$ cat src/nsla_pkg.sv
// ---------------------------------------------------------------------------
// nsla_pkg: shared types and constants of the NAT session lookup block
// Session entry layout, status codes, register indexes and sequencer states.
// ---------------------------------------------------------------------------
package nsla_pkg;

   // One stored session: private key plus translated index and port
   typedef struct packed {
      logic [31:0] src_ip;
      logic [15:0] src_port;
      logic [3:0]  xlat_index;
      logic [15:0] xlat_port;
   } entry_type;

   typedef enum logic [1:0] {
      STATUS_HIT  = 2'd0,
      STATUS_NEW  = 2'd1,
      STATUS_FULL = 2'd2
   } status_type;

   typedef enum logic [1:0] {
      CSR_PUBLIC_IP_BASE = 2'd0,
      CSR_NUM_PUBLIC_IPS = 2'd1,
      CSR_PORT_BASE      = 2'd2,
      CSR_PORTS_PER_IP   = 2'd3
   } csr_index_type;

   typedef enum logic {
      ST_IDLE = 1'b0,
      ST_SCAN = 1'b1
   } seq_state_type;

   // Outcome of one lookup, valid for the single cycle that done is high
   typedef struct packed {
      logic       done;
      status_type status;
   } scan_result_type;

   localparam logic [31:0] RESET_PUBLIC_IP_BASE = 32'hCB00_7101;
   localparam logic [4:0]  RESET_NUM_PUBLIC_IPS = 5'd10;
   localparam logic [15:0] RESET_PORT_BASE      = 16'd10000;
   localparam logic [15:0] RESET_PORTS_PER_IP   = 16'd5000;
   localparam logic [4:0]  ADDR_INDEX_WRAP      = 5'd16;

endpackage

$ cat src/nsla_alloc.sv
// ---------------------------------------------------------------------------
// nsla_alloc: round-robin public address and port allocator
// Holds the next index and port; advance steps them after a new session.
// ---------------------------------------------------------------------------
module nsla_alloc (
   input  logic        clock,
   input  logic        reset,
   input  logic        advance,
   input  logic [4:0]  num_public_ips,
   input  logic [15:0] port_base,
   input  logic [15:0] ports_per_ip,
   output logic [3:0]  alloc_index,
   output logic [15:0] alloc_port
);
   import nsla_pkg::*;

   logic [3:0]  index_ff, index_in;
   logic [15:0] port_ff,  port_in;
   logic [16:0] port_next;
   logic [16:0] port_limit;
   logic [4:0]  index_next;

   always_comb begin
      port_next  = {1'b0, port_ff} + 17'd1;
      port_limit = {1'b0, port_base} + {1'b0, ports_per_ip};
      index_next = {1'b0, index_ff} + 5'd1;
      index_in   = index_ff;
      port_in    = port_ff;
      if (advance) begin
         // reload the base port and move to the next address at the limit
         if (port_next >= port_limit || port_next[16]) begin
            port_in = port_base;
            if (index_next >= num_public_ips || index_next >= ADDR_INDEX_WRAP) begin
               index_in = 4'd0;
            end else begin
               index_in = index_next[3:0];
            end
         end else begin
            port_in = port_next[15:0];
         end
      end
   end

   always_ff @(posedge clock) begin
      if (reset) begin
         index_ff <= 4'd0;
         port_ff  <= RESET_PORT_BASE;
      end else begin
         index_ff <= index_in;
         port_ff  <= port_in;
      end
   end

   assign alloc_index = index_ff;
   assign alloc_port  = port_ff;

endmodule

$ cat config.mk
export PLATFORM = sky130hd
export DESIGN_NAME = nsla_alloc
export DESIGN_NICKNAME = d
export VERILOG_FILES = /design/src/nsla_pkg.sv /design/src/nsla_alloc.sv
export SDC_FILE = /design/constraint.sdc
export NUM_CORES = 1
export LEC_CHECK = 0
export BUFFER_PORTS_ARGS = -buffer_cell sky130_fd_sc_hd__buf_2
export CAP_MARGIN = 20
export CORE_MARGIN = 5
export CORE_UTILIZATION = 30
export DETAILED_ROUTE_END_ITERATION = 8
export GPL_TIMING_DRIVEN = 1
export PLACE_DENSITY = 0.58
export SETUP_SLACK_MARGIN = 0.2
export SYNTH_ARGS = -nofsm -noshare
export SYNTH_HDL_FRONTEND = slang
export SYNTH_SLANG_ARGS = --single-unit
$ cat constraint.sdc
create_clock -name clock -period 5 [get_ports clock]
set_input_delay 1 -clock clock [delete_from_list [all_inputs] [get_ports clock]]
set_output_delay 1 -clock clock [all_outputs]
set_load 0.01 [all_outputs]
==> results of run 1 <==
-- per-layer routing --
metal	up-vias	share of wire (%)
met5	-	0
met4	0	2.1
met3	13	6.8
met2	79	46
met1	1195	45
li1	1345	-
-- registers in the layout, summed over array words and instances (netlist names) --
signal       flops
alloc_index      4
alloc_port      16
-- kinds of logic after synthesis --
kind of cell | share of synthesized area, %
AOI/OAI and AO/OA | 25.7
xor gates and xnor gates | 9.74
adders and majority gates | 20.0
buffers and inverters | 4.99
DFF | 15.3
muxes | 1.15
and+or+nand+nor | 23.2
-- power by group --
part	switching [mW]	internal (mW)
logic	0.168	0.130
registers	0.0230	0.172
clock network	0.0586	0.0539
total	0.249	0.356
-- path summary, 6_finish.rpt --
kind | depth (start not counted) | from | end
max reg2reg | 11 | alloc_port[2] | alloc_port[11]
max | 17 | port_base[0] | alloc_port[11]
min | 2 | alloc_index[1] | alloc_index[1]
min reg2reg | 2 | alloc_index[1] | alloc_index[1]
-- placed cells by master, fill, tap and decap left out, types with 4 or more instances in the layout --
cell / instances
nor3_1: 12
o311ai_1: 4
nand4_1: 6
buf_2: 59
xor2_1: 18
a31oi_1: 7
nand2b_1: 6
nor2_1: 18
inv_1: 9
xnor2_1: 11
dfxtp_1: 20
nand2_1: 25
ha_1: 40
a21oi_1: 26
and3_1: 10
buf_4: 5
o21ai_0: 12
nand3_1: 22
a211oi_1: 4
o31ai_1: 6
a21o_1: 9
-- final cells by class --
type	instances	area (sq um)	area share [%]
Clock buffer	3	41.3	1.35
Timing Repair Buffer	65	353	11.6
Sequential cell	20	400	13.1
Inverter	9	33.8	1.11
Multi-Input combinational cell	281	2080	68.4
Tap cell	108	135	4.43
-- per-stage QoR --
step,setup slack [ns],instance area [sq um],total power [mW],std cells,utilization [%]
after floorplan,0.722,2610,0.409,326,-
after global placement,0.321,3010,0.493,483,35.0
after detailed placement,0.234,3010,0.499,483,35.0
after CTS,0.515,3050,0.610,486,35.5
after global routing,0.245,3050,0.657,486,35.5
final,0.504,3050,0.605,486,35.5
-- worst register-to-register path, delay by kind of cell (launching register included) --
kind	cells	cell delay, ns
compound gates	6	1.59
xor+xnor	1	0.28
fa+ha+maj	1	0.32
flops	1	0.47
simple gates	3	0.98
==> impl_metrics.json, run 1 <==
{
  "final_antenna_net_count": 0,
  "p_leak_nw": 1.42,
  "ys_seq_area_share_pct": 15.3,
  "viasPerCell": 5.42,
  "period_share_pct": 89.9,
  "final_hold_viol_count": 0,
  "initial_core_util_pct": 30.4,
  "critical_path_required_ns": 5.16,
  "cp_top_family": "compound AO/OA/AOI/OAI gates",
  "clock_path_buffers": 2,
  "critical_path_buf_inv_count": 2,
  "clk_latency_ns": 0.26,
  "grt_use_met1_pct": 20.1,
  "dieArea_sq_um": 10700,
  "cts_tree": "built",
  "synth_cells": 326,
  "cts_resized": 0,
  "grt_use_total_pct": 14.6,
  "skew_ns": 0.00153,
  "synthTopCellsByArea": "ha_1, dfxtp_1, xor2_1, a21oi_1, nand3_1",
  "grt_pass1_wl_microns": 12600,
  "synthFlopType": "dfxtp_1",
  "root_buffer": "clkbuf_8",
  "grt_overflow": 0,
  "cts_sinks": 20,
  "area_delta_synth_final_pct": 16.8,
  "tightest_slew_ns": 0.770,
  "cts-buffers-inserted": 3,
  "routedWlPerCell_microns": 15.7,
  "critPathKind": "in -> reg",
  "synth-edff-count": 0,
  "drive_gt1_share_pct": 20.9,
  "cp_max_fo": 11,
  "yosysMostFrequentCell": "ha_1",
  "slowest_stage": "a21o_1",
  "cp_common_cell": "a21o_1",
  "synth-seq-cells": 20,
  "min_period_ns": 4.50,
  "ir_drop_v": 0.0000677,
  "antenna_found_initial": 0,
  "synth_fp_nets": 407,
  "worstHoldPathType": "reg -> reg",
  "start_kind": "input port",
  "ios": 60,
  "via_count": 2632,
  "synth_warnings": 0,
  "r2r_slack_ns": 1.27,
  "dp_hpwl_microns": 6340,
  "synth_area_leader_cell": "ha_1",
  "path_cells": "buf_2 -> ha_1 -> fa_1 -> a21o_1 -> a211oi_1 -> buf_4 -> o21ai_0 -> a31o_2 -> a21oi_1 -> xor2_1 -> ha_1 -> a21o_1 -> a21oi_1 -> o311a_1 -> a21o_1 -> a211oi_1 -> a311o_1",
  "port_buffers": 59,
  "synth_commonest_cells": "ha_1, a21oi_1, nand2_1",
  "worstPathArrival_ns": 4.66,
  "cp_slowest_stage_delay_ns": 0.45,
  "rsz0062_at_grt": "no",
  "grt_busiest_layer": "met2",
  "nNetsFinal": 461,
  "final.setup.tns_ns": 0,
  "status": "finished, final reports clean",
  "async_reset_ff_share_pct": 0,
  "grt_pass1_vias": 2549,
  "cts_hold_buf": 0,
  "met3_usage_pct": 1.81,
  "gp_congestion": 0.827,
  "clkTransAtPathRegs_ns": 0.08,
  "die_w_microns": 103,
  "rows": 34,
  "wl_microns": 7650,
  "synthesis.area_sq_um": 2610,
  "fin_hold_ws_ns": 0.506,
  "grt_max_degree": 25,
  "syn_avg_cell_area_sq_um": 8.00,
  "antenna_cells": 0,
  "drc": 0,
  "chipHeight_microns": 103,
  "firstDrtPassIters": 4,
  "synth_cell_types": 54,
  "power_density_nw_per_um2": 199,
  "use_met2_pct": 23.8,
  "core_area_sq_um": 8590,
  "drv_slew": 0,
  "end_kind": "flip-flop",
  "drv_cap": 0,
  "drtIter0Drc": 108,
  "max_clock_freq_mhz": 222,
  "post_cts_buffers": 0,
  "fillCellCount": 921,
  "cts_max_level": 1,
  "max_slew_margin_pct": 48.6,
  "finalSetupViolations": 0,
  "netlist.area_leader.share_pct": 19.2
}
Power figures use the tool's default switching activity.
==> run 2, diff against run 1 <==
Settings changed: REMOVE_ABC_BUFFERS set to 1.
Clock period 5 ns to 5.1 ns, I/O delays scaled along.
==> run 2 against run 1 <==
Register-to-register slack gained 0.17 ns. Cell count unchanged. Die area is the same. Clock power up 12%. Sequential cell count unchanged. Non-clock buffer count fell by 1. Worst hold slack about the same. Sequential power fell by 2%. First-iteration DRC count grew 56%. Clock-buffer cell count is 1 higher.
==> impl_metrics.json, run 2 (same netlist as run 1, synthesis figures left out) <==
{
  "initial_core_util_pct": 30.4,
  "finalSetupViolations": 0,
  "clkTransAtPathRegs_ns": 0.09,
  "ios": 60,
  "grt_pass1_wl_microns": 12700,
  "start_kind": "input port",
  "via_count": 2646,
  "cts_hold_buf": 0,
  "final_hold_viol_count": 0,
  "cp_slowest_stage_delay_ns": 0.43,
  "final_antenna_net_count": 0,
  "cts_resized": 0,
  "r2r_slack_ns": 1.44,
  "grt_overflow": 0,
  "drv_cap": 0,
  "worstPathArrival_ns": 4.79,
  "drive_gt1_share_pct": 21.2,
  "routedWlPerCell_microns": 16.0,
  "area_delta_synth_final_pct": 16.6,
  "reg2reg_depth": 11,
  "fin_hold_ws_ns": 0.506,
  "place_ws_ns": 0.178,
  "path_cells": "buf_2 -> ha_1 -> fa_1 -> a21o_1 -> a211oi_1 -> o21ai_0 -> a31o_2 -> a21oi_1 -> xor2_1 -> ha_1 -> o2111ai_1 -> a211o_1 -> a21oi_4 -> nor2_1 -> a311o_1",
  "cts_sinks": 20,
  "cp_max_fo": 11,
  "root_buffer": "clkbuf_8",
  "antenna_cells": 0,
  "grt_pass1_vias": 2606,
  "dp_hpwl_microns": 6220,
  "grt_use_total_pct": 14.8,
  "antenna_found_initial": 0,
  "whs_endpoint": "alloc_index[1]",
  "setup_ws_ns": 0.468,
  "finalCoreUtilization_pct": 35.4,
  "nNetsFinal": 460,
  "critical_path_required_ns": 5.26,
  "viasPerCell": 5.44,
  "cts_max_level": 1,
  "min_period_ns": 4.63,
  "p_leak_nw": 1.42,
  "max_slew_margin_pct": 46.9,
  "power_density_nw_per_um2": 200,
  "hold_depth": 2,
  "post_cts_buffers": 0,
  "worstHoldPathType": "reg -> reg",
  "clk_latency_ns": 0.26,
  "core_area_sq_um": 8590,
  "worst_r2r_endpoint": "alloc_port[3]",
  "drtIter0Drc": 169,
  "critPathKind": "in -> reg",
  "cts-buffers-inserted": 3,
  "die_w_microns": 103,
  "hold_start": "alloc_index[1]",
  "rsz0062_at_grt": "no",
  "dieArea_sq_um": 10700,
  "end_kind": "flip-flop",
  "drc": 0,
  "rows": 34,
  "skew_ns": 0.00807,
  "period_share_pct": 90.8,
  "wl_microns": 7750,
  "chipHeight_microns": 103,
  "tightest_slew_ns": 0.796,
  "slowest_stage": "a211oi_1",
  "mostFrequentLayoutCells": "buf_2, ha_1, a21oi_1",
  "final_common_cell": "buf_2",
  "port_buffers": 59,
  "clock_path_buffers": 2,
  "largest_reg_flops": 16,
  "firstDrtPassIters": 4,
  "gp_congestion": 0.839,
  "cp_common_cell": "ha_1",
  "drv_slew": 0,
  "status": "finished, final reports clean",
  "grt_max_degree": 25,
  "rr_startpoint": "alloc_port[2]",
  "cts_tree": "built",
  "final.setup.tns_ns": 0,
  "ir_drop_v": 0.0000549,
  "max_clock_freq_mhz": 216
}
run 2: metal layers:
layer | vias to the layer above | part of all wire, % | global-route usage (%) | wire length (microns)
li1 | 1335 | - | - | -
met1 | 1219 | 47 | 20.1 | 3630
met2 | 78 | 47 | 25.3 | 3610
met3 | 14 | 4.9 | 1.27 | 383
met4 | 0 | 1.7 | 3.59 | 131
met5 | - | 0 | 0 | 0
run 2: worst max-delay path by stage:
stage / from / endpoint / depth (start not counted)
4_1_cts: port_base[0] / alloc_port[9] / 17
3_5_place_dp: port_base[0] / alloc_port[9] / 16
3_3_place_gp: port_base[0] / alloc_port[9] / 16
6_report: port_base[0] / alloc_port[11] / 15
2_1_floorplan: port_base[0] / alloc_port[11] / 14
5_1_grt: port_base[0] / alloc_port[11] / 15
run 2: cell type report:
cell class | count | area, sq um
fill | 958 | 5550
multi-input combinational | 281 | 2090
sequential | 20 | 400
timing repair buffer | 64 | 333
tap | 108 | 135
clock buffer | 4 | 55.1
inverter | 9 | 33.8
run 2: per-stage QoR:
stage / cells / power (mW) / cell area [sq um]
floorplan: 310 / 0.387 / 2510
global placement: 482 / 0.478 / 2990
detailed placement: 482 / 0.486 / 2990
CTS: 486 / 0.612 / 3040
global route: 486 / 0.660 / 3040
finish: 486 / 0.609 / 3040
run 2: where the power goes:
group / internal, mW / switching [mW] / total (mW)
clock network: 0.0688 / 0.0573 / 0.126
logic: 0.125 / 0.167 / 0.291
registers: 0.169 / 0.0228 / 0.191
run 2: worst max-delay path, delay by kind of cell:
family | cells | cell delay, ns
adders and majority gates | 3 | 0.93
and+or+nand+nor | 1 | 0.23
AOI/OAI and AO/OA | 9 | 2.41
buffers and inverters | 1 | 0.11
xor gates and xnor gates | 1 | 0.09
