[src/nsla_pkg.sv]
// ---------------------------------------------------------------------------
// nsla_pkg: shared types and constants of the NAT session lookup block
// Session entry layout, status codes, register indexes and sequencer states.
// ---------------------------------------------------------------------------
package nsla_pkg;

   // One stored session: private key plus translated index and port
   typedef struct packed {
      logic [31:0] src_ip;
      logic [15:0] src_port;
      logic [3:0]  xlat_index;
      logic [15:0] xlat_port;
   } entry_type;

   typedef enum logic [1:0] {
      STATUS_HIT  = 2'd0,
      STATUS_NEW  = 2'd1,
      STATUS_FULL = 2'd2
   } status_type;

   typedef enum logic [1:0] {
      CSR_PUBLIC_IP_BASE = 2'd0,
      CSR_NUM_PUBLIC_IPS = 2'd1,
      CSR_PORT_BASE      = 2'd2,
      CSR_PORTS_PER_IP   = 2'd3
   } csr_index_type;

   typedef enum logic {
      ST_IDLE = 1'b0,
      ST_SCAN = 1'b1
   } seq_state_type;

   // Outcome of one lookup, valid for the single cycle that done is high
   typedef struct packed {
      logic       done;
      status_type status;
   } scan_result_type;

   localparam logic [31:0] RESET_PUBLIC_IP_BASE = 32'hCB00_7101;
   localparam logic [4:0]  RESET_NUM_PUBLIC_IPS = 5'd10;
   localparam logic [15:0] RESET_PORT_BASE      = 16'd10000;
   localparam logic [15:0] RESET_PORTS_PER_IP   = 16'd5000;
   localparam logic [4:0]  ADDR_INDEX_WRAP      = 5'd16;

endpackage

[src/nsla_seq.sv]
// ---------------------------------------------------------------------------
// nsla_seq: scan sequencer with the shared key compare
// Walks the filled part of the table one entry a cycle, then hits,
// allocates the next free entry, or reports a full table.
// ---------------------------------------------------------------------------
module nsla_seq #(
   parameter int TABLE_ENTRIES = 1024,
   parameter int IDX_W         = 10,
   parameter int CNT_W         = 11
) (
   input  logic                         clock,
   input  logic                         reset,
   input  logic                         start,
   output logic                         busy,
   input  logic [31:0]                  lookup_ip,
   input  logic [15:0]                  lookup_port,
   input  logic [3:0]                   alloc_index,
   input  logic [15:0]                  alloc_port,
   output logic                         rd_en,
   output logic [IDX_W-1:0]             rd_addr,
   input  nsla_pkg::entry_type          rd_data,
   output logic                         wr_en,
   output logic [IDX_W-1:0]             wr_addr,
   output nsla_pkg::entry_type          wr_data,
   output nsla_pkg::scan_result_type    result
);
   import nsla_pkg::*;

   localparam logic [CNT_W-1:0] FULL_COUNT = CNT_W'(TABLE_ENTRIES);

   seq_state_type    state_ff, state_in;
   logic [CNT_W-1:0] ptr_ff, ptr_in;
   logic [CNT_W-1:0] cnt_ff, cnt_in;
   logic             pend_ff, pend_in;
   logic [31:0]      key_ip_ff, key_ip_in;
   logic [15:0]      key_port_ff, key_port_in;
   logic             accept;
   logic             hit_now;
   logic             miss_now;
   logic             table_full;

   assign accept     = start && (state_ff == ST_IDLE);
   assign table_full = (cnt_ff == FULL_COUNT);
   assign hit_now    = (state_ff == ST_SCAN) && pend_ff &&
                       (rd_data.src_ip == key_ip_ff) &&
                       (rd_data.src_port == key_port_ff);
   // nothing left to read and no compare outstanding
   assign miss_now   = (state_ff == ST_SCAN) && !pend_ff && (ptr_ff == cnt_ff);

   // next state
   always_comb begin
      state_in = state_ff;
      case (state_ff)
         ST_IDLE: begin
            if (start) begin
               state_in = ST_SCAN;
            end
         end
         ST_SCAN: begin
            if (hit_now || miss_now) begin
               state_in = ST_IDLE;
            end
         end
         default: state_in = ST_IDLE;
      endcase
   end

   // outputs
   always_comb begin
      busy               = (state_ff != ST_IDLE);
      rd_en              = (state_ff == ST_SCAN) && (ptr_ff != cnt_ff) && !hit_now;
      rd_addr            = ptr_ff[IDX_W-1:0];
      wr_en              = miss_now && !table_full;
      wr_addr            = cnt_ff[IDX_W-1:0];
      wr_data.src_ip     = key_ip_ff;
      wr_data.src_port   = key_port_ff;
      wr_data.xlat_index = alloc_index;
      wr_data.xlat_port  = alloc_port;
      result.done        = hit_now || miss_now;
      if (hit_now) begin
         result.status = STATUS_HIT;
      end else if (table_full) begin
         result.status = STATUS_FULL;
      end else begin
         result.status = STATUS_NEW;
      end
   end

   // datapath registers
   always_comb begin
      ptr_in      = ptr_ff;
      cnt_in      = cnt_ff;
      pend_in     = rd_en;
      key_ip_in   = key_ip_ff;
      key_port_in = key_port_ff;
      if (accept) begin
         ptr_in      = '0;
         key_ip_in   = lookup_ip;
         key_port_in = lookup_port;
      end else if (rd_en) begin
         ptr_in = ptr_ff + CNT_W'(1);
      end
      if (wr_en) begin
         cnt_in = cnt_ff + CNT_W'(1);
      end
   end

   always_ff @(posedge clock) begin
      if (reset) begin
         state_ff <= ST_IDLE;
         cnt_ff   <= '0;
         pend_ff  <= 1'b0;
      end else begin
         state_ff <= state_in;
         cnt_ff   <= cnt_in;
         pend_ff  <= pend_in;
      end
   end

   always_ff @(posedge clock) begin
      ptr_ff      <= ptr_in;
      key_ip_ff   <= key_ip_in;
      key_port_ff <= key_port_in;
   end

endmodule
[config.mk]
export PLATFORM = sky130hd
export DESIGN_NAME = nsla_seq
export DESIGN_NICKNAME = d
export VERILOG_FILES = /design/src/nsla_pkg.sv /design/src/nsla_seq.sv
export SDC_FILE = /design/constraint.sdc
export NUM_CORES = 1
export LEC_CHECK = 0
export ABC_AREA = 1
export BUFFER_PORTS_ARGS = -buffer_cell sky130_fd_sc_hd__buf_2
export CAP_MARGIN = 15
export CORE_MARGIN = 2
export CORE_UTILIZATION = 37
export CTS_CLUSTER_SIZE = 20
export DETAILED_ROUTE_END_ITERATION = 8
export GPL_TIMING_DRIVEN = 0
export HOLD_SLACK_MARGIN = 0.05
export PLACE_DENSITY_LB_ADDON = 0.05
export SYNTH_ARGS = -nofsm -noshare
export SYNTH_HDL_FRONTEND = slang
export SYNTH_SLANG_ARGS = --single-unit
[constraint.sdc]
create_clock -name clock -period 3.2 [get_ports clock]
set_clock_uncertainty 0.15 [all_clocks]
set_input_delay 0.64 -clock clock [delete_from_list [all_inputs] [get_ports clock]]
set_output_delay 0.64 -clock clock [all_outputs]
set_load 0.01 [all_outputs]
==> impl_metrics.py, run 1 <==
metrics = {
    "critical_path": {
        "crit_end": "result[2]",
        "r2r_end": "ptr_ff[9]",
        "setup.worst_path.class": "reg -> out",
        "worstSetupStartpoint": "key_port_ff[9]",
        "critPathMostFrequentCell": "nand2_1",
        "cp-start-kind": "flip-flop",
        "r2r_slack_ns": 1.25,
        "crit_fanout": 3,
        "required_ns": 2.41,
        "crit_slowest_cell": "edfxtp_1",
        "cp_data_arrival_time_ns": 2.26,
        "end_kind": "output pin",
        "rr_worst_depth": 14,
        "worstPathCellList": "nand2_1 > nand4_1 > or2_2 > nor3_1 > nand2_1 > nor2_1 > nand2_1 > nand2_1 > buf_2",
        "crit_path_max_incr_delay_ns": 0.41,
        "r2r-start": "key_ip_ff[13]",
    },
    "global_routing": {
        "grt_max_degree": 46,
        "grt_pass1_wl_um": 21300,
        "use_met2_pct": 30.1,
        "gr-max-usage-layer": "met2",
        "grt.overflow.total": 0,
        "antenna_found_initial": 2,
        "first_global_vias": 4394,
        "met3_usage_pct": 5.97,
        "grtUsageTotal_pct": 20.7,
        "use_met1_pct": 28.7,
    },
    "floorplan": {
        "dieArea_sq_um": 13500,
        "io_pins": 233,
        "initial_core_util_pct": 37.5,
        "die_w_um": 116,
        "fp-row-count": 41,
        "coreArea_sq_um": 12500,
        "die_h_um": 116,
    },
    "placement": {
        "post-place-ws_ns": 0.220,
        "portBuffers": 191,
        "dp_hpwl_um": 11400,
        "gp_congestion": 0.888,
        "place_inst": 1015,
    },
    "power_and_ir_drop": {
        "leakagePower_nw": 3.31,
        "ir_worst_vdd_v": 0.000322,
        "power_density_nw_per_um2": 500,
    },
    "clock_tree": {
        "cts_sinks": 72,
        "root_buffer": "clkbuf_16",
        "path_clk_slew_ns": 0.06,
        "clk_path_buf_depth": 2,
        "htreeDepth": 3,
        "cts_tree": "done",
        "cts_resized": 0,
        "post_cts_buffers": 0,
        "clk_latency_ns": 0.34,
        "hold_buffers": 0,
        "cts_buffers": 9,
    },
    "synthesis": {
        "synth_flop_cell": "edfxtp_1",
        "ys_seq_area_share_pct": 41.1,
        "netlist_area_sq_um": 4670,
        "synthTopCellsByCount": "nand2_1 (201), inv_1 (120), nor2_1 (67)",
        "synth_top_cell_by_area": "edfxtp_1",
        "ys_ff_latch": 72,
        "yosysTopAreaCellShare_pct": 30.9,
        "ys_warn_count": 0,
        "avgSynthCellArea_sq_um": 7.18,
        "synth_edf_count": 48,
        "synth_area_leaders": "edfxtp_1 (31%), nand2_1 (16%), dfxtp_1 (10%)",
        "yosysUniqueCellTypes": 37,
        "synthArstFlopShare_pct": 0,
        "synth_cells": 651,
        "yosysMostFrequentCell": "nand2_1",
        "syn-num-nets": 793,
    },
    "final_layout": {
        "stdcell_count": 1032,
        "final_layout_size_suffix_gt1_share_pct": 32.5,
        "syn_to_final_growth_pct": 32.2,
        "finalNetCount": 996,
        "fillers": 1338,
    },
    "sta": {
        "worst_slew_pin_slew_ns": 0.477,
        "final-max-slew-violation-count": 0,
        "setup-violations-final": 0,
        "rsz0062_at_grt": "false",
        "max_slew_margin_pct": 68.0,
        "fmax_ghz": 0.328,
        "period_needed_ns": 3.05,
        "finalCritPeriodShare_pct": 95.2,
        "tns_ns": 0,
        "hold_viol": 0,
        "timing.final.ws_setup_ns": 0.154,
    },
    "routing": {
        "wl_per_cell_um": 13.4,
        "drt-initial-drc-count": 196,
        "first_pass_iters": 5,
        "vias": 4628,
        "viasPerCell": 4.48,
        "wl_um": 13800,
        "ant_nets": 0,
        "drc": 0,
    },
    "min_path": {
        "hp-class": "in -> reg",
    },
    "run_status": {
        "status": "finished clean",
    },
    "job": {
        "max_cap_viol_count": 0,
    },
}
==> stage by stage <==
stage,utilization [%],power [mW],hold WS (ns),area (sq um)
detailed placement,47.0,2.05,0.362,5860
finish,49.6,3.09,0.320,6180
floorplan,-,1.74,0.327,4670
CTS,49.5,3.13,0.309,6180
global placement,46.9,2.03,0.351,5840
global route,49.6,3.28,0.304,6180
==> final cells by class <==
type	instances	area (sq um)	area share (%)
buffer	45	329	5.33
multi-input combinational	404	1930	31.2
antenna	1	2.50	0.0405
tap	172	215	3.48
clock buffer	10	229	3.71
sequential	72	1920	31.1
inverter	130	493	7.98
clock inverter	6	83.8	1.36
timing repair buffer	192	976	15.8
==> where the power goes <==
part / switching (mW) / internal, mW / total (mW)
Combinational: 0.484 / 0.350 / 0.835
Sequential: 0.100 / 1.09 / 1.19
Clock: 0.386 / 0.678 / 1.06
==> worst min-delay path by stage <==
stage                   from            end  slack [ns]  cells past startpoint
2_1_floorplan      cnt_ff[9]      cnt_ff[9]        0.33                      2
3_3_place_gp       cnt_ff[9]      cnt_ff[9]        0.35                      2
3_5_place_dp       cnt_ff[9]      cnt_ff[9]        0.36                      2
4_1_cts        lookup_ip[15]  key_ip_ff[15]        0.31                      1
5_1_grt        lookup_ip[17]  key_ip_ff[17]        0.30                      1
6_report        lookup_ip[3]   key_ip_ff[3]        0.32                      1
==> placed cells by master (no fill, tap or decap), types with 3 or more instances in the layout <==
cell type | Yosys | routed
nor4_1 | 4 | 4
xor2_1 | 10 | 10
xnor2_1 | 9 | 9
nor2_1 | 67 | 67
clkbuf_16 | 0 | 9
nand2_2 | 3 | 3
inv_2 | 8 | 9
buf_4 | 40 | 40
inv_1 | 120 | 119
ha_1 | 3 | 3
o21ai_1 | 3 | 3
nor2_2 | 9 | 9
edfxtp_1 | 48 | 48
nand2_1 | 201 | 201
nand4_1 | 23 | 23
dfxtp_1 | 24 | 24
nor3_1 | 10 | 10
nand3_1 | 27 | 27
buf_2 | 2 | 193
a21oi_1 | 14 | 14
o21ai_0 | 6 | 6
==> registers in the layout, indices dropped and copies added, names as in the netlist <==
register,count
busy,1
cnt_ff,11
key_ip_ff,32
key_port_ff,16
pend_ff,1
ptr_ff,11
==> cell families after synthesis <==
kind of cell               after synthesis  share of synthesized area, %
and+or+nand+nor                        353                          33.1
AOI/OAI and AO/OA                       28                          3.45
buffers and inverters                  175                          17.6
xor gates and xnor gates                20                          3.91
DFF                                     72                          41.1
adders and majority gates                3                         0.804
==> per-layer routing <==
| layer | wire length [um] | share of wire (%) | vias to the layer above |
|---|---|---|---|
| met2 | 5700 | 41 | 193 |
| met1 | 6400 | 46 | 2015 |
| met5 | 7 | 0.051 | - |
| met4 | 379 | 2.7 | 2 |
| met3 | 1330 | 9.6 | 23 |
| li1 | - | - | 2395 |
==> critical path: cells and delay by family, from the launching register on <==
kind / cells / cell delay (ns)
and+or+nand+nor: 8 / 1.36
buffers and inverters: 1 / 0.14
DFF: 1 / 0.41
No activity file was read; power rests on OpenSTA's default activity.
==> inputs of run 2 (changes only) <==
--- a/config.mk
+++ b/config.mk
@@ -5,7 +5,6 @@
 export SDC_FILE = /design/constraint.sdc
 export NUM_CORES = 1
 export LEC_CHECK = 0
-export ABC_AREA = 1
 export BUFFER_PORTS_ARGS = -buffer_cell sky130_fd_sc_hd__buf_2
 export CAP_MARGIN = 15
 export CORE_MARGIN = 2
==> run 2 against run 1 <==
Net effect:
- largest cell class is now registers
- critical path depth is 1 lower
- via count is 33% lower
- core utilization is 2.6 points higher
- fmax is 1.6% lower
- largest power group unchanged
- sequential share of layout area is 6.6 points higher
- global-route usage is 2.7 points lower
- critical endpoint is now result[1]
- wire length is 29% lower
==> impl_metrics.py, run 2 <==
metrics = {
    "run_status": {
        "status": "finished clean",
    },
    "synthesis": {
        "synthXorXnorAreaFrac_pct": 14.7,
        "synthAdderAreaFrac_pct": 1.01,
        "synthMuxAreaShare_pct": 0.268,
        "synthTopCellsByCount": "xnor2_1 (54), edfxtp_1 (48), buf_4 (41)",
        "synthArstFlopShare_pct": 0,
        "synth_top_family_by_area": "simple AND/OR/NAND/NOR gates",
        "yosysTopAreaCellShare_pct": 38.6,
        "yosysMostFrequentCell": "xnor2_1",
        "yosysUniqueCellTypes": 45,
        "netlist_area_sq_um": 3730,
        "synthSimpleGateAreaFrac_pct": 16.8,
        "syn-num-nets": 472,
        "synth_top_cell_by_area": "edfxtp_1",
        "ys_warn_count": 0,
        "avgSynthCellArea_sq_um": 11.3,
        "synth_area_leaders": "edfxtp_1 (39%), dfxtp_1 (13%), xnor2_1 (13%)",
        "synth_compound_area_share_pct": 5.50,
        "synth_flop_cell": "edfxtp_1",
        "ys_seq_area_share_pct": 51.5,
        "synth_edf_count": 48,
        "ys_ff_latch": 72,
        "synth_cells": 330,
    },
    "critical_path": {
        "cp_data_arrival_time_ns": 2.30,
        "end_kind": "output pin",
        "required_ns": 2.41,
        "cp-start-kind": "input port",
        "setup.worst_path.class": "in -> out",
        "crit_fanout": 19,
    },
    "global_routing": {
        "grt_pass1_wl_um": 15300,
        "grtUsageTotal_pct": 18.0,
        "antenna_found_initial": 0,
        "first_global_vias": 3134,
        "grt.overflow.total": 0,
        "grt_max_degree": 38,
    },
    "final_layout": {
        "syn_to_final_growth_pct": 36.7,
        "regMostFlops": "key_ip_ff",
        "final_util_pct": 52.2,
        "diodes": 0,
        "reg.largest.list": "key_ip_ff: 32 flops, key_port_ff: 16 flops",
        "mostFrequentLayoutCells": "buf_2 (193), xnor2_1 (53), edfxtp_1 (48)",
        "final_common_cell": "buf_2",
        "stdcell_count": 673,
        "fillers": 939,
        "final_layout_size_suffix_gt1_share_pct": 48.7,
        "finalNetCount": 677,
        "largest_reg_flops": 32,
    },
    "clock_tree": {
        "cts_buffers": 9,
        "path_clk_slew_ns": 0.08,
        "clk_latency_ns": 0.35,
        "root_buffer": "clkbuf_8",
        "htreeDepth": 3,
        "cts_tree": "done",
        "cts_sinks": 72,
        "clk_path_buf_depth": 2,
    },
    "routing": {
        "wl_per_cell_um": 14.5,
        "highest_layer": "met4",
        "wirelength_met1_um": 3640,
        "viasPerCell": 4.62,
        "wl_um": 9770,
        "drc": 0,
        "vias": 3112,
        "drt-initial-drc-count": 95,
        "first_pass_iters": 4,
        "met3_length_um": 882,
        "routed-wl-met2_um": 5030,
        "ant_nets": 0,
    },
    "placement": {
        "place_inst": 656,
        "portBuffers": 192,
        "gp_congestion": 0.789,
        "dp_hpwl_um": 7730,
    },
    "sta": {
        "tns_ns": 0,
        "final-max-slew-violation-count": 0,
        "timing.hold.ws_ns": 0.304,
        "finalCritPeriodShare_pct": 96.7,
        "fmax_ghz": 0.323,
        "setup-violations-final": 0,
        "max_slew_margin_pct": 66.9,
        "hold_viol": 0,
        "worst_slew_pin_slew_ns": 0.497,
        "period_needed_ns": 3.09,
        "rsz0062_at_grt": "false",
    },
    "floorplan": {
        "initial_core_util_pct": 38.2,
        "die_w_um": 104,
        "fp-row-count": 36,
        "die_h_um": 104,
        "io_pins": 233,
        "coreArea_sq_um": 9770,
        "dieArea_sq_um": 10900,
    },
    "power_and_ir_drop": {
        "leakagePower_nw": 2.22,
        "ir_worst_vdd_v": 0.000276,
        "power_density_nw_per_um2": 485,
    },
    "job": {
        "max_cap_viol_count": 0,
    },
    "min_path": {
        "hp-class": "in -> reg",
    },
}
## run 2: where the power goes
group	switching [mW]	total (mW)	internal (mW)
clock	0.344	0.702	0.359
sequential	0.0841	1.16	1.08
combinational	0.310	0.608	0.298
## run 2: cell type report
class / instances / area (sq um) / share of cell area [%]
clock buffer: 12 / 135 / 2.65
clock inverter: 4 / 47.5 / 0.932
buffer: 47 / 344 / 6.74
tap: 133 / 166 / 3.26
multi-input combinational: 200 / 1450 / 28.5
timing repair buffer: 195 / 996 / 19.5
sequential: 72 / 1920 / 37.7
inverter: 10 / 37.5 / 0.736
## run 2: stage by stage
stage                     cell area, sq um  setup WS (ns)  power (mW)
final                                 5100          0.105        2.47
after CTS                             5070         0.0505        2.49
after global placement                4860         -0.389        1.78
after detailed placement              4880         -0.245        1.79
after floorplan                       3730          0.327        1.55
after global routing                  5100         0.0209        2.61
## run 2: final timing paths
check | from | to | slack [ns] | cells after the start
setup / recovery | rd_data[51] | result[1] | 0.11 | 8
hold / removal | lookup_ip[11] | key_ip_ff[11] | 0.30 | 1
setup reg to reg | ptr_ff[0] | cnt_ff[10] | 0.75 | 7
hold reg to reg | ptr_ff[10] | ptr_ff[10] | 0.35 | 2
## run 2: logic make-up (layout without fill, tap and decap cells)
kind of cell             Yosys count  count (layout)
AND/OR/NAND/NOR                  105             105
flip-flops                        72              72
XOR/XNOR                          61              61
buffers and inverters             58             268
AO/OA/AOI/OAI                     30              30
adder cells (fa/ha/maj)            3               3
multiplexers                       1               1
## run 2: routing by layer
metal	vias to the layer above	GRT usage, %
met5	-	0
met4	0	7.53
met3	15	7.21
met2	129	31.2
met1	1413	19.5
li1	1555	-
## run 2: critical path, stage by stage
cell      delay (ns)
buf_2           0.10
nor2b_1         0.12
a2111o_1        0.39
nor4_2          0.34
and4_1          0.26
buf_4           0.23
nor2_1          0.08
buf_2           0.14
## run 2: repair_timing
item | in CTS | in global routing
setup buffers | 0 | 2
pin swaps | 0 | 2
endpoints found under the hold margin | 0 | 0
setup endpoints to repair | 4 | 5
gates resized for setup | 3 | 2
hold buffers | 0 | 0
==> inputs of run 3 (changes only) <==
--- a/config.mk
+++ b/config.mk
@@ -8,7 +8,7 @@
 export BUFFER_PORTS_ARGS = -buffer_cell sky130_fd_sc_hd__buf_2
 export CAP_MARGIN = 15
 export CORE_MARGIN = 2
-export CORE_UTILIZATION = 37
+export CORE_UTILIZATION = 43
 export CTS_CLUSTER_SIZE = 20
 export DETAILED_ROUTE_END_ITERATION = 8
 export GPL_TIMING_DRIVEN = 0
==> run 3 against run 2 <==
Net effect:
- via count shrank 0.32%
- first-iteration DRC count shrank 18%
- core utilization grew 9.1 points
- final cell count shrank 4.2%
- sequential cell count is the same
- total power grew 0.87%
- clock-buffer cell count shrank 2
- critical path type unchanged
==> impl_metrics.py, run 3 (synthesized netlist as in run 2, its figures left out) <==
metrics = {
    "sta": {
        "finalCritPeriodShare_pct": 95.8,
        "timing.hold.ws_ns": 0.311,
        "hold_viol": 0,
        "max_slew_margin_pct": 60.2,
        "setup-violations-final": 0,
        "rsz0062_at_grt": "false",
        "tns_ns": 0,
        "period_needed_ns": 3.06,
        "fmax_ghz": 0.326,
        "worst_slew_pin_slew_ns": 0.592,
        "final-max-slew-violation-count": 0,
    },
    "clock_tree": {
        "path_clk_slew_ns": 0.08,
        "clk_path_buf_depth": 2,
        "cts_tree": "done",
        "cts_buffers": 9,
        "clk_latency_ns": 0.35,
        "hold_buffers": 0,
        "cts_sinks": 72,
        "htreeDepth": 3,
        "root_buffer": "clkbuf_8",
    },
    "routing": {
        "ant_nets": 0,
        "wl_um": 9340,
        "drc": 0,
        "first_pass_iters": 4,
        "wl_per_cell_um": 14.5,
        "drt-initial-drc-count": 78,
        "vias": 3102,
        "viasPerCell": 4.81,
    },
    "floorplan": {
        "dieArea_sq_um": 9440,
        "die_h_um": 97.2,
        "initial_core_util_pct": 45.0,
        "io_pins": 233,
        "coreArea_sq_um": 8300,
        "die_w_um": 97.2,
        "fp-row-count": 33,
    },
    "final_layout": {
        "final_util_pct": 61.3,
        "regMostFlops": "key_ip_ff",
        "final_common_cell": "buf_2",
        "finalInstanceArea_sq_um": 5090,
        "diodes": 0,
        "largest_reg_flops": 32,
        "finalNetCount": 677,
        "mostFrequentLayoutCells": "buf_2 (193), xnor2_1 (54), edfxtp_1 (48)",
        "final_layout_size_suffix_gt1_share_pct": 48.9,
        "syn_to_final_growth_pct": 36.3,
        "fillers": 723,
        "reg.largest.list": "key_ip_ff: 32 flops, key_port_ff: 16 flops",
        "stdcell_count": 645,
    },
    "global_routing": {
        "antenna_found_initial": 0,
        "first_global_vias": 3053,
        "grt_pass1_wl_um": 14800,
        "grt.overflow.total": 0,
        "grt_max_degree": 37,
        "grtUsageTotal_pct": 19.6,
    },
    "critical_path": {
        "end_kind": "output pin",
        "cp-start-kind": "input port",
        "setup.worst_path.class": "in -> out",
        "crit_fanout": 19,
        "required_ns": 2.41,
        "cp_data_arrival_time_ns": 2.27,
    },
    "job": {
        "max_cap_viol_count": 0,
    },
    "placement": {
        "place_inst": 628,
        "dpl_cell_area_sq_um": 4850,
        "gp_congestion": 0.863,
        "portBuffers": 192,
        "dp_hpwl_um": 7410,
    },
    "power_and_ir_drop": {
        "power_density_nw_per_um2": 491,
        "ir_worst_vdd_v": 0.000297,
        "leakagePower_nw": 2.23,
    },
    "run_status": {
        "status": "finished clean",
    },
    "min_path": {
        "hp-class": "in -> reg",
    },
}
-- run 3: cell type report --
class	instances	area (sq um)	share of cell area, %
Tap cell	105	131	2.58
Sequential cell	72	1920	37.8
Timing Repair Buffer	195	996	19.6
Multi-Input combinational cell	200	1460	28.6
Inverter	10	37.5	0.738
Buffer	47	348	6.84
Clock inverter	6	68.8	1.35
Clock buffer	10	128	2.51
-- run 3: report_power, final --
part           leakage (nW)  internal (mW)  total, mW  switching (mW)
registers             0.654           1.08       1.16          0.0826
logic                  1.48          0.294      0.603           0.309
clock network        0.0968          0.365      0.731           0.367
-- run 3: critical path, stage by stage --
cell and delay [ns]:
buf_2 0.10, nor2b_1 0.12, a2111o_1 0.43, nor4_4 0.33
and4_1 0.27, buf_6 0.18, nor2_1 0.06, buf_2 0.15
-- run 3: repair_timing --
item	in CTS	in global routing
gates resized for setup	3	3
pin swaps	0	1
setup buffers	0	2
setup endpoints to repair	4	4
-- run 3: final timing paths --
| kind | start | end | slack (ns) | cells past startpoint |
|---|---|---|---|---|
| worst max-delay path | rd_data[51] | result[1] | 0.14 | 8 |
| worst min-delay path | lookup_ip[10] | key_ip_ff[10] | 0.31 | 1 |
| worst max register to register | ptr_ff[0] | cnt_ff[10] | 0.69 | 6 |
| worst min register to register | ptr_ff[10] | ptr_ff[10] | 0.35 | 2 |
-- run 3: metal layers --
metal	wire length [um]	global-route usage, %
met4	284	9.43
met1	3520	21.5
met3	828	6.76
met5	0	0
met2	4710	33.7
-- run 3: metrics by stage --
| stage | worst slack, ns | total power [mW] |
|---|---|---|
| final | 0.135 | 2.49 |
| after detailed placement | -0.284 | 1.78 |
| after CTS | 0.0681 | 2.51 |
| after global placement | -0.435 | 1.77 |
| after global routing | 0.0330 | 2.61 |
| after floorplan | 0.327 | 1.55 |
